--- src/ewma_pkg.sv ---
// ----------------------------------------------------------------------------
// ewma_pkg
// Shared types and constants for the source scorer and selector.
// ----------------------------------------------------------------------------
package ewma_pkg;

  typedef enum logic [1:0] {
    OP_SUBMIT = 2'd0,
    OP_ACCEPT = 2'd1,
    OP_REJECT = 2'd2,
    OP_JOB    = 2'd3
  } op_t;

  typedef struct packed {
    logic [1:0]  op;
    logic [3:0]  source;
    logic [31:0] timestamp;
  } in_item_t;

  typedef struct packed {
    logic [3:0] active_source;
    logic       switched;
    logic [7:0] strikes;
  } out_item_t;

  localparam logic [31:0] LAT_RESET   = 32'd51200;
  localparam logic [16:0] ACC_RESET   = 17'd32768;
  localparam logic [16:0] ACC_ONE     = 17'd65536;
  localparam logic [31:0] INT_RESET   = 32'd15360000;
  localparam logic [63:0] PRIOR_SCORE = 64'd10683998;
  localparam logic [7:0]  LIMIT_RESET = 8'd5;

  // Divider request: 96-bit dividend by 33-bit divisor.
  typedef struct packed {
    logic        start;
    logic [95:0] num;
    logic [32:0] den;
  } div_req_t;

endpackage

--- src/ewma_div.sv ---
// ----------------------------------------------------------------------------
// ewma_div
// Bit-serial restoring divider, one quotient bit per cycle.
// ----------------------------------------------------------------------------
module ewma_div
  import ewma_pkg::*;
(
  input  logic        clk,
  input  logic        rst,
  input  div_req_t    req,
  output logic        done,
  output logic [95:0] quot
);

  logic [95:0] q;
  logic [32:0] den;
  logic [33:0] rem;
  logic [6:0]  cnt;
  logic        busy;
  logic [33:0] trial;
  logic [33:0] shifted;

  assign shifted = {rem[32:0], q[95]};
  assign trial   = shifted - {1'b0, den};
  assign quot    = q;

  always_ff @(posedge clk) begin
    if (rst) begin
      busy <= 1'b0;
      done <= 1'b0;
      cnt  <= '0;
    end else begin
      done <= 1'b0;
      if (req.start) begin
        busy <= 1'b1;
        q    <= req.num;
        den  <= req.den;
        rem  <= '0;
        cnt  <= 7'd96;
      end else if (busy) begin
        if (!trial[33]) begin
          rem <= trial;
          q   <= {q[94:0], 1'b1};
        end else begin
          rem <= shifted;
          q   <= {q[94:0], 1'b0};
        end
        cnt <= cnt - 7'd1;
        if (cnt == 7'd1) begin
          busy <= 1'b0;
          done <= 1'b1;
        end
      end
    end
  end

endmodule

--- src/ewma_source_scorer_selector.sv ---
// ----------------------------------------------------------------------------
// ewma_source_scorer_selector
// Per-source EWMA scoring with strike-based selection of the active source.
// ----------------------------------------------------------------------------
// Use: events (op, source, timestamp) arrive on in_valid/in_ready; one result
// transaction (active source, switched flag, strikes) leaves on
// out_valid/out_ready for each event. The limit is written from cfg_data via cfg_we.
// Submit, plain job, out-of-range events and accepts with no pending submit
// or on an unscored source go straight to done; a job with an interval update
// uses one division, an averaged accept two (chained), a reject on a scored
// source one; a reject on the active source then scans every source, with two
// divisions per scored source, and makes the strike decision.
// One event is in flight at a time; a new event is accepted once the block
// is idle. The output register holds the result until taken; the following
// result waits in the done state until that register is free.
// Reset (rst, synchronous) restores all averages to their priors, clears the
// scored, pending and job flags, active source 0, strikes 0, limit 5.
// A stalled receiver simply holds the result; nothing is lost.
// ----------------------------------------------------------------------------
module ewma_source_scorer_selector
  import ewma_pkg::*;
#(
  parameter int SOURCE_COUNT = 4
)
(
  input  logic      clk,
  input  logic      rst,
  input  logic      in_valid,
  output logic      in_ready,
  input  in_item_t  in_data,
  output logic      out_valid,
  input  logic      out_ready,
  output out_item_t out_data,
  input  logic      cfg_we,
  input  logic [7:0] cfg_data
);

  localparam int IW = (SOURCE_COUNT > 1) ? $clog2(SOURCE_COUNT) : 1;

  typedef enum logic [8:0] {
    S_IDLE  = 9'b000000001,
    S_DEC   = 9'b000000010,
    S_DIV1  = 9'b000000100,
    S_WAIT1 = 9'b000001000,
    S_DIV2  = 9'b000010000,
    S_WAIT2 = 9'b000100000,
    S_SCAN  = 9'b001000000,
    S_SWAIT = 9'b010000000,
    S_DONE  = 9'b100000000
  } state_t;

  state_t state;

  // Per-source state, small register arrays indexed by the event's source.
  logic [31:0] lat   [SOURCE_COUNT];
  logic [16:0] acc   [SOURCE_COUNT];
  logic [31:0] intv  [SOURCE_COUNT];
  logic [31:0] pend  [SOURCE_COUNT];
  logic [31:0] pjob  [SOURCE_COUNT];
  logic [SOURCE_COUNT-1:0] pvalid, jvalid, scored;

  logic [IW-1:0] active;
  logic [7:0]    strikes, limit;
  in_item_t      ev;
  logic [IW-1:0] sidx;
  logic          sw;

  // Divider sharing
  div_req_t    dreq;
  logic        ddone;
  logic [95:0] dq;

  ewma_div u_div (.clk(clk), .rst(rst), .req(dreq), .done(ddone), .quot(dq));

  // Scan state
  logic [IW-1:0] scan;
  logic          sphase;   // 0: divide by interval, 1: by latency
  logic [63:0]   best_sc;
  logic [IW-1:0] best;
  logic          do_acc;   // second division is acceptance update

  // result may be loaded into the output register this cycle
  logic          out_load;

  assign sidx = ev.source[IW-1:0];

  function automatic logic [31:0] q8sat(input logic [31:0] ms);
    q8sat = (ms[31:24] != 8'd0) ? 32'hFFFFFFFF : {ms[23:0], 8'd0};
  endfunction

  assign in_ready = (state == S_IDLE);
  assign out_load = (state == S_DONE) && (!out_valid || out_ready);

  logic in_range;
  assign in_range = ({28'd0, in_data.source} < 32'(SOURCE_COUNT));

  // Event FSM; the scan scores a scored source via two chained divisions, else prior.
  always_ff @(posedge clk) begin
    if (rst) begin
      state     <= S_IDLE;
      out_valid <= 1'b0;
      active    <= '0;
      strikes   <= '0;
      limit     <= LIMIT_RESET;
      pvalid    <= '0;
      jvalid    <= '0;
      scored    <= '0;
      dreq      <= '0;
      for (int i = 0; i < SOURCE_COUNT; i++) begin
        lat[i]  <= LAT_RESET;
        acc[i]  <= ACC_RESET;
        intv[i] <= INT_RESET;
        pend[i] <= '0;
        pjob[i] <= '0;
      end
    end else begin
      dreq.start <= 1'b0;
      if (cfg_we) limit <= cfg_data;
      if (out_valid && out_ready) out_valid <= 1'b0;
      unique case (state)
        S_IDLE: begin
          if (in_valid && in_ready) begin
            ev <= in_data;
            sw <= 1'b0;
            state <= in_range ? S_DEC : S_DONE;
          end
        end
        S_DEC: begin
          case (op_t'(ev.op))
            OP_SUBMIT: begin
              pend[sidx]   <= ev.timestamp;
              pvalid[sidx] <= 1'b1;
              state <= S_DONE;
            end
            OP_ACCEPT: begin
              strikes <= '0;
              if (!pvalid[sidx]) begin
                state <= S_DONE;
              end else if (!scored[sidx]) begin
                lat[sidx]    <= q8sat(ev.timestamp - pend[sidx]);
                acc[sidx]    <= ACC_ONE;
                scored[sidx] <= 1'b1;
                pvalid[sidx] <= 1'b0;
                pend[sidx]   <= '0;
                state <= S_DONE;
              end else begin
                // new lat average = (x + 9*old + 5) / 10
                dreq.start <= 1'b1;
                dreq.num <= 96'({4'd0, q8sat(ev.timestamp - pend[sidx])})
                          + 96'(lat[sidx]) * 96'd9 + 96'd5;
                dreq.den <= 33'd10;
                do_acc <= 1'b1;
                pvalid[sidx] <= 1'b0;
                pend[sidx]   <= '0;
                state <= S_WAIT1;
              end
            end
            OP_REJECT: begin
              if (scored[sidx]) begin
                // acceptance: (4*old + 2) / 5
                dreq.start <= 1'b1;
                dreq.num   <= 96'(acc[sidx]) * 96'd4 + 96'd2;
                dreq.den   <= 33'd5;
                do_acc <= 1'b0;
                state <= S_WAIT2;
              end else begin
                state <= S_DIV2;
              end
            end
            default: begin
              if (jvalid[sidx] && ev.timestamp != pjob[sidx]) begin
                dreq.start <= 1'b1;
                dreq.num <= 96'(q8sat(ev.timestamp - pjob[sidx])) * 96'd3
                          + 96'(intv[sidx]) * 96'd17 + 96'd10;
                dreq.den <= 33'd20;
                scored[sidx] <= 1'b1;
                do_acc <= 1'b0;
                state <= S_WAIT1;
              end else begin
                state <= S_DONE;
              end
              pjob[sidx]   <= ev.timestamp;
              jvalid[sidx] <= 1'b1;
            end
          endcase
        end
        S_WAIT1: begin
          if (ddone) begin
            if (op_t'(ev.op) == OP_JOB) begin
              intv[sidx] <= dq[31:0];
              state <= S_DONE;
            end else begin
              lat[sidx] <= dq[31:0];
              // acceptance toward one: (65536 + 4*old + 2) / 5
              dreq.start <= 1'b1;
              dreq.num   <= 96'(acc[sidx]) * 96'd4 + 96'd65538;
              dreq.den   <= 33'd5;
              state <= S_WAIT2;
            end
          end
        end
        S_WAIT2: begin
          if (ddone) begin
            acc[sidx] <= dq[16:0];
            state <= (do_acc || op_t'(ev.op) != OP_REJECT) ? S_DONE : S_DIV2;
          end
        end
        S_DIV2: begin
          // reject: start the scan only on the active source
          if (sidx == active) begin
            scan    <= '0;
            sphase  <= 1'b0;
            best    <= '0;
            best_sc <= '0;
            state   <= S_SCAN;
          end else begin
            state <= S_DONE;
          end
        end
        S_SCAN: begin
          if (!scored[scan]) begin
            if (scan == '0 || PRIOR_SCORE > best_sc) begin
              best_sc <= PRIOR_SCORE;
              best    <= scan;
            end
            if (32'(scan) == SOURCE_COUNT - 1) state <= S_DIV1;
            else scan <= scan + 1'b1;
          end else begin
            dreq.start <= 1'b1;
            dreq.num   <= {96'(acc[scan]) * 96'd1000} << 32;
            dreq.den   <= {1'b0, intv[scan]} + 33'd256;
            sphase     <= 1'b0;
            state      <= S_SWAIT;
          end
        end
        S_SWAIT: begin
          if (ddone) begin
            if (!sphase) begin
              dreq.start <= 1'b1;
              dreq.num   <= dq;
              dreq.den   <= {1'b0, lat[scan]} + 33'd256;
              sphase     <= 1'b1;
            end else begin
              if (scan == '0 || dq[63:0] > best_sc) begin
                best_sc <= dq[63:0];
                best    <= scan;
              end
              if (32'(scan) == SOURCE_COUNT - 1) state <= S_DIV1;
              else begin
                scan  <= scan + 1'b1;
                state <= S_SCAN;
              end
            end
          end
        end
        S_DIV1: begin
          // strike decision after the scan
          if (best != active) begin
            if (((strikes == 8'd255) ? strikes : strikes + 8'd1) >= limit) begin
              active  <= best;
              strikes <= '0;
              sw      <= 1'b1;
            end else if (strikes != 8'd255) begin
              strikes <= strikes + 8'd1;
            end
          end else begin
            strikes <= '0;
          end
          state <= S_DONE;
        end
        S_DONE: begin
          // hold here while the previous result is still unclaimed
          if (out_load) begin
            out_valid <= 1'b1;
            state     <= S_IDLE;
          end
        end
        default: state <= S_IDLE;
      endcase
    end
  end

  always_ff @(posedge clk) begin
    if (out_load) begin
      out_data.active_source <= 4'(active);
      out_data.switched      <= sw;
      out_data.strikes       <= strikes;
    end
  end

endmodule
--- config.mk ---
export PLATFORM = sky130hd
export DESIGN_NAME = ewma_source_scorer_selector
export DESIGN_NICKNAME = d
export VERILOG_FILES = /design/src/ewma_pkg.sv /design/src/ewma_div.sv /design/src/ewma_source_scorer_selector.sv
export SDC_FILE = /design/constraint.sdc
export NUM_CORES = 2
export LEC_CHECK = 0
export ABC_CLOCK_PERIOD_IN_PS = 14020
export BUFFER_PORTS_ARGS = -buffer_cell sky130_fd_sc_hd__buf_2
export CAP_MARGIN = 20
export CORE_AREA = 2 2 245 489
export CTS_BUF_LIST = sky130_fd_sc_hd__clkbuf_2 sky130_fd_sc_hd__clkbuf_4 sky130_fd_sc_hd__clkbuf_8
export DETAILED_ROUTE_END_ITERATION = 10
export DIE_AREA = 0 0 247 491
export GPL_TIMING_DRIVEN = 0
export PLACE_DENSITY = 0.7
export SETUP_SLACK_MARGIN = 0.02
export SLEW_MARGIN = 20
export SYNTH_ARGS = -nofsm -noshare
export SYNTH_HDL_FRONTEND = slang
export SYNTH_SLANG_ARGS = --single-unit
--- constraint.sdc ---
create_clock -name clk -period 14.02 [get_ports clk]
set_clock_uncertainty 0.1 [all_clocks]
set_input_delay 1.402 -clock clk [delete_from_list [all_inputs] [get_ports clk]]
set_output_delay 1.402 -clock clk [all_outputs]
set_load 0.01 [all_outputs]
==> flow_metrics.tcl <==
set metrics [dict create \
    relSlewSlack_pct 10.2 \
    synth_top_cell_by_area "edfxtp_1" \
    max_slew.worst_pin.slew_ns 1.35 \
    startpoint_type "flip-flop" \
    pwr-share-seq_pct 35.6 \
    clkLatencyLatePin_ns 0.92 \
    critPathSlowestCell "o31ai_1" \
    maxCapViolCount 0 \
    htreeDepth 4 \
    required_ns 14.64 \
    fin_hold_ws_ns 0.320 \
    synthCells 5649 \
    internal_power_uw 6070 \
    yosysUniqueCellTypes 92 \
    grt_overflow 0 \
    yosysSeqAreaShare_pct 45.9 \
    hold_path.class "reg2reg" \
    placed_cell_area_sq_um 67200 \
    rsz0062_at_grt "false" \
    syn_to_final_growth_pct 9.83 \
    yosysWarnings 0 \
    synth_edf_count 860 \
    grt_pass1_vias 49900 \
    drt-total-wl_mm 235 \
    drive_gt1_share_pct 13.7 \
    netlist_area_sq_um 64200 \
    cts-buffers-inserted 152 \
    status "complete, but fails checks" \
    leakage_uw 0.0287 \
    cp.arrival_ns 14.90 \
    io_buffers 62 \
    grt_pass1_wl_mm 333 \
    fin_crit_sh_pct 102 \
    maxClockFrequency_mhz 70.1 \
    place_hpwl_mm 184 \
    drt_iter0_drc 4254 \
    wl_per_cell_um 31.1 \
    ir_drop_mv 0.133 \
    p_sw_share_pct 37.5 \
    switchingPower_uw 3640 \
    place_congestion 1.04 \
    crit_path_end_kind "flip-flop" \
    violations "negative setup slack" \
    dr.pass1.iters 10 \
    async_flop_share_pct 0 \
    worstHoldStart "sw$_DFFE_PP_" \
    ctsHoldBuffers 0 \
    dr_total_vias 48000 \
    start_util_pct 54.7 \
    fin_ws_ns -0.254 \
    synthDominantCellAreaShare_pct 40.2 \
    core_sq_um 117000 \
    cp_max_fo 10 \
    fin_area_sq_um 70500 \
    die_w_um 247 \
    multi_input_area_sq_um 31400 \
    slew_viol_final 0 \
    postSynthAreaPerCell_sq_um 11.4 \
    die_h_um 491 \
    num-fill-cells 9808 \
    hold_viol_final 0 \
    drc 0 \
    antenna_found_initial 9 \
    clk_path_buf_depth 3 \
    power.share.clock_pct 27.6 \
    num_rows 178 \
    final-seq-area_sq_um 29500 \
    cts_root_buffer "clkbuf_8" \
    synth_flop_cell "edfxtp_1" \
    dieArea_sq_um 121000 \
    cts_tree "built" \
    drt-vias-per-instance 6.36 \
    nets 6547 \
    antenna_left 0 \
    layout_min_cycle_time_ns 14.27 \
    clkTransAtPathRegs_ns 0.07 \
    p_comb_share_pct 36.7 \
    clock_sinks 1043 \
    grt_use_total_pct 39.1 \
    yosys_register_bits 1043 \
    setup_viol 2 \
    synth_area_leaders "edfxtp_1 (40%), ha_1 (8.8%), mux4_2 (8.0%)" \
    crit_type "reg2reg" \
    critPathMaxStageDelay_ns 0.94 \
    power_density_nw_per_um2 138 \
    io-pin-count 66 \
    grt_max_degree 38 \
]
synthesized netlist by cell type (12+ instances only):
library cell and n:
nand2b_1 55, nand2_1 435, a31oi_1 27, edfxtp_1 860, inv_1 636, or3_1 12, mux4_2 229, nor2b_1 26
dfxtp_1 183, buf_1 39, o21a_1 29, o211ai_1 24, fa_1 151, a21oi_1 228, nor3_1 58, xor2_1 83
a21boi_0 14, a22oi_1 47, or2_2 31, a211oi_1 25, mux2i_1 46, o21bai_1 14, buf_2 17, and2_1 110
a222oi_1 43, and3_1 165, a21o_1 105, nor4_1 26, a22o_1 89, nand4_1 50, a221oi_1 23, o21ai_0 153
nor2_1 481, clkbuf_1 222, mux2_2 100, xnor2_1 122, ha_1 450, nand3_1 66
layout make-up:
cell class	count	share of cell area, %
Antenna cell	4	0.0142
Buffer	282	1.63
Tap cell	1530	2.72
Multi-Input combinational cell	3686	44.5
Sequential cell	1043	41.8
Clock buffer	212	3.70
Clock inverter	62	0.875
Inverter	638	3.40
Timing Repair Buffer	92	1.33
sequential cells by signal (all words and copies together), names as in the netlist, 36 cells and up, named ones only:
register	flops
intv	128
acc	68
pend	128
pjob	128
best_sc	64
u_div.quot	96
lat	128
ev	36
dreq	130
critical path, delay by kind of cell (launching register included):
| kind | cells | cell delay (ns) |
|---|---|---|
| AOI/OAI and AO/OA | 17 | 6.43 |
| DFF | 1 | 0.31 |
| muxes | 1 | 0.40 |
| and+or+nand+nor | 4 | 0.87 |
| buffers and inverters | 8 | 3.28 |
| adders and majority gates | 6 | 2.47 |
| xor gates and xnor gates | 1 | 0.18 |
through the flow:
stage / utilization (%) / cells / setup WS, ns / TNS [ns] / total power (uW)
CTS: 60.0 / 7544 / 0.0530 / 0 / 9630
global route: 60.1 / 7548 / 0.0433 / 0 / 10100
finish: 60.1 / 7549 / -0.254 / -0.335 / 9700
floorplan: - / 5650 / 3.87 / 0 / 5750
global placement: 56.6 / 7242 / -2.53 / -24.82 / 6950
detailed placement: 57.3 / 7271 / -1.15 / -6.67 / 6990
power groups by stage:
stage | Combinational (uW) | Clock (uW) | Sequential [uW]
after detailed placement | 3470 | 0 | 3520
after floorplan | 2260 | 0 | 3490
after global placement | 3430 | 0 | 3520
after CTS | 3500 | 2680 | 3460
final | 3560 | 2680 | 3460
after global routing | 3810 | 2790 | 3460
per-layer routing:
metal	track usage, %	vias up	share of wire, %	routed length [um]
met5	0.490	-	0.046	108
met4	45.9	6	15	35100
met3	8.18	1135	7.2	17000
met2	67.1	2410	49	116000
met1	34.8	23500	28	66700
li1	-	20900	-	-
logic make-up (layout without fill, tap and decap cells):
family / after synthesis / count (layout) / synth area share (%)
AND/OR/NAND/NOR: 1554 / 1554 / 11.5
flip-flops: 1043 / 1043 / 45.9
AO/OA/AOI/OAI: 948 / 948 / 10.3
buffers and inverters: 921 / 1286 / 5.45
adder cells (fa/ha/maj): 601 / 601 / 13.5
multiplexers: 376 / 376 / 10.5
XOR/XNOR: 205 / 205 / 2.80
other: 1 / 6 / 0.00584
path summary, 6_finish.rpt:
check	end	slack [ns]	depth (start not counted)
worst max-delay path	dreq[69]$_SDFFE_PP0P_	-0.25	37
worst min register to register	out_data[8]$_DFFE_PP_	0.32	0
worst max register to register	dreq[69]$_SDFFE_PP0P_	-0.25	37
worst min-delay path	out_data[8]$_DFFE_PP_	0.32	0
placed cells by master, fill, tap and decap left out, types with 24 or more instances in the layout:
master,Yosys,final
a211oi_1,25,25
a21o_1,105,105
a21oi_1,228,228
a222oi_1,43,43
a22o_1,89,89
a22oi_1,47,47
a31oi_1,27,27
and2_1,110,110
and3_1,165,164
buf_1,39,26
buf_2,17,89
clkbuf_1,222,197
clkbuf_2,2,27
clkbuf_4,0,50
clkbuf_8,0,162
clkinv_1,1,26
dfxtp_1,183,183
edfxtp_1,860,860
fa_1,151,151
ha_1,450,450
inv_1,636,636
mux2_2,100,100
mux2i_1,46,46
mux4_2,229,229
nand2_1,435,425
nand2b_1,55,55
nand3_1,66,66
nand4_1,50,50
nor2_1,481,476
nor2b_1,26,26
nor3_1,58,56
nor4_1,26,25
o211ai_1,24,24
o21a_1,29,28
o21ai_0,153,149
or2_2,31,31
xnor2_1,122,122
xor2_1,83,82
repair_timing:
item,4_1_cts,5_1_grt
buffers inserted,0,0
pin swaps,0,0
setup endpoints to repair,12,3
resized for setup,6,4
Power figures use the tool's default switching activity.
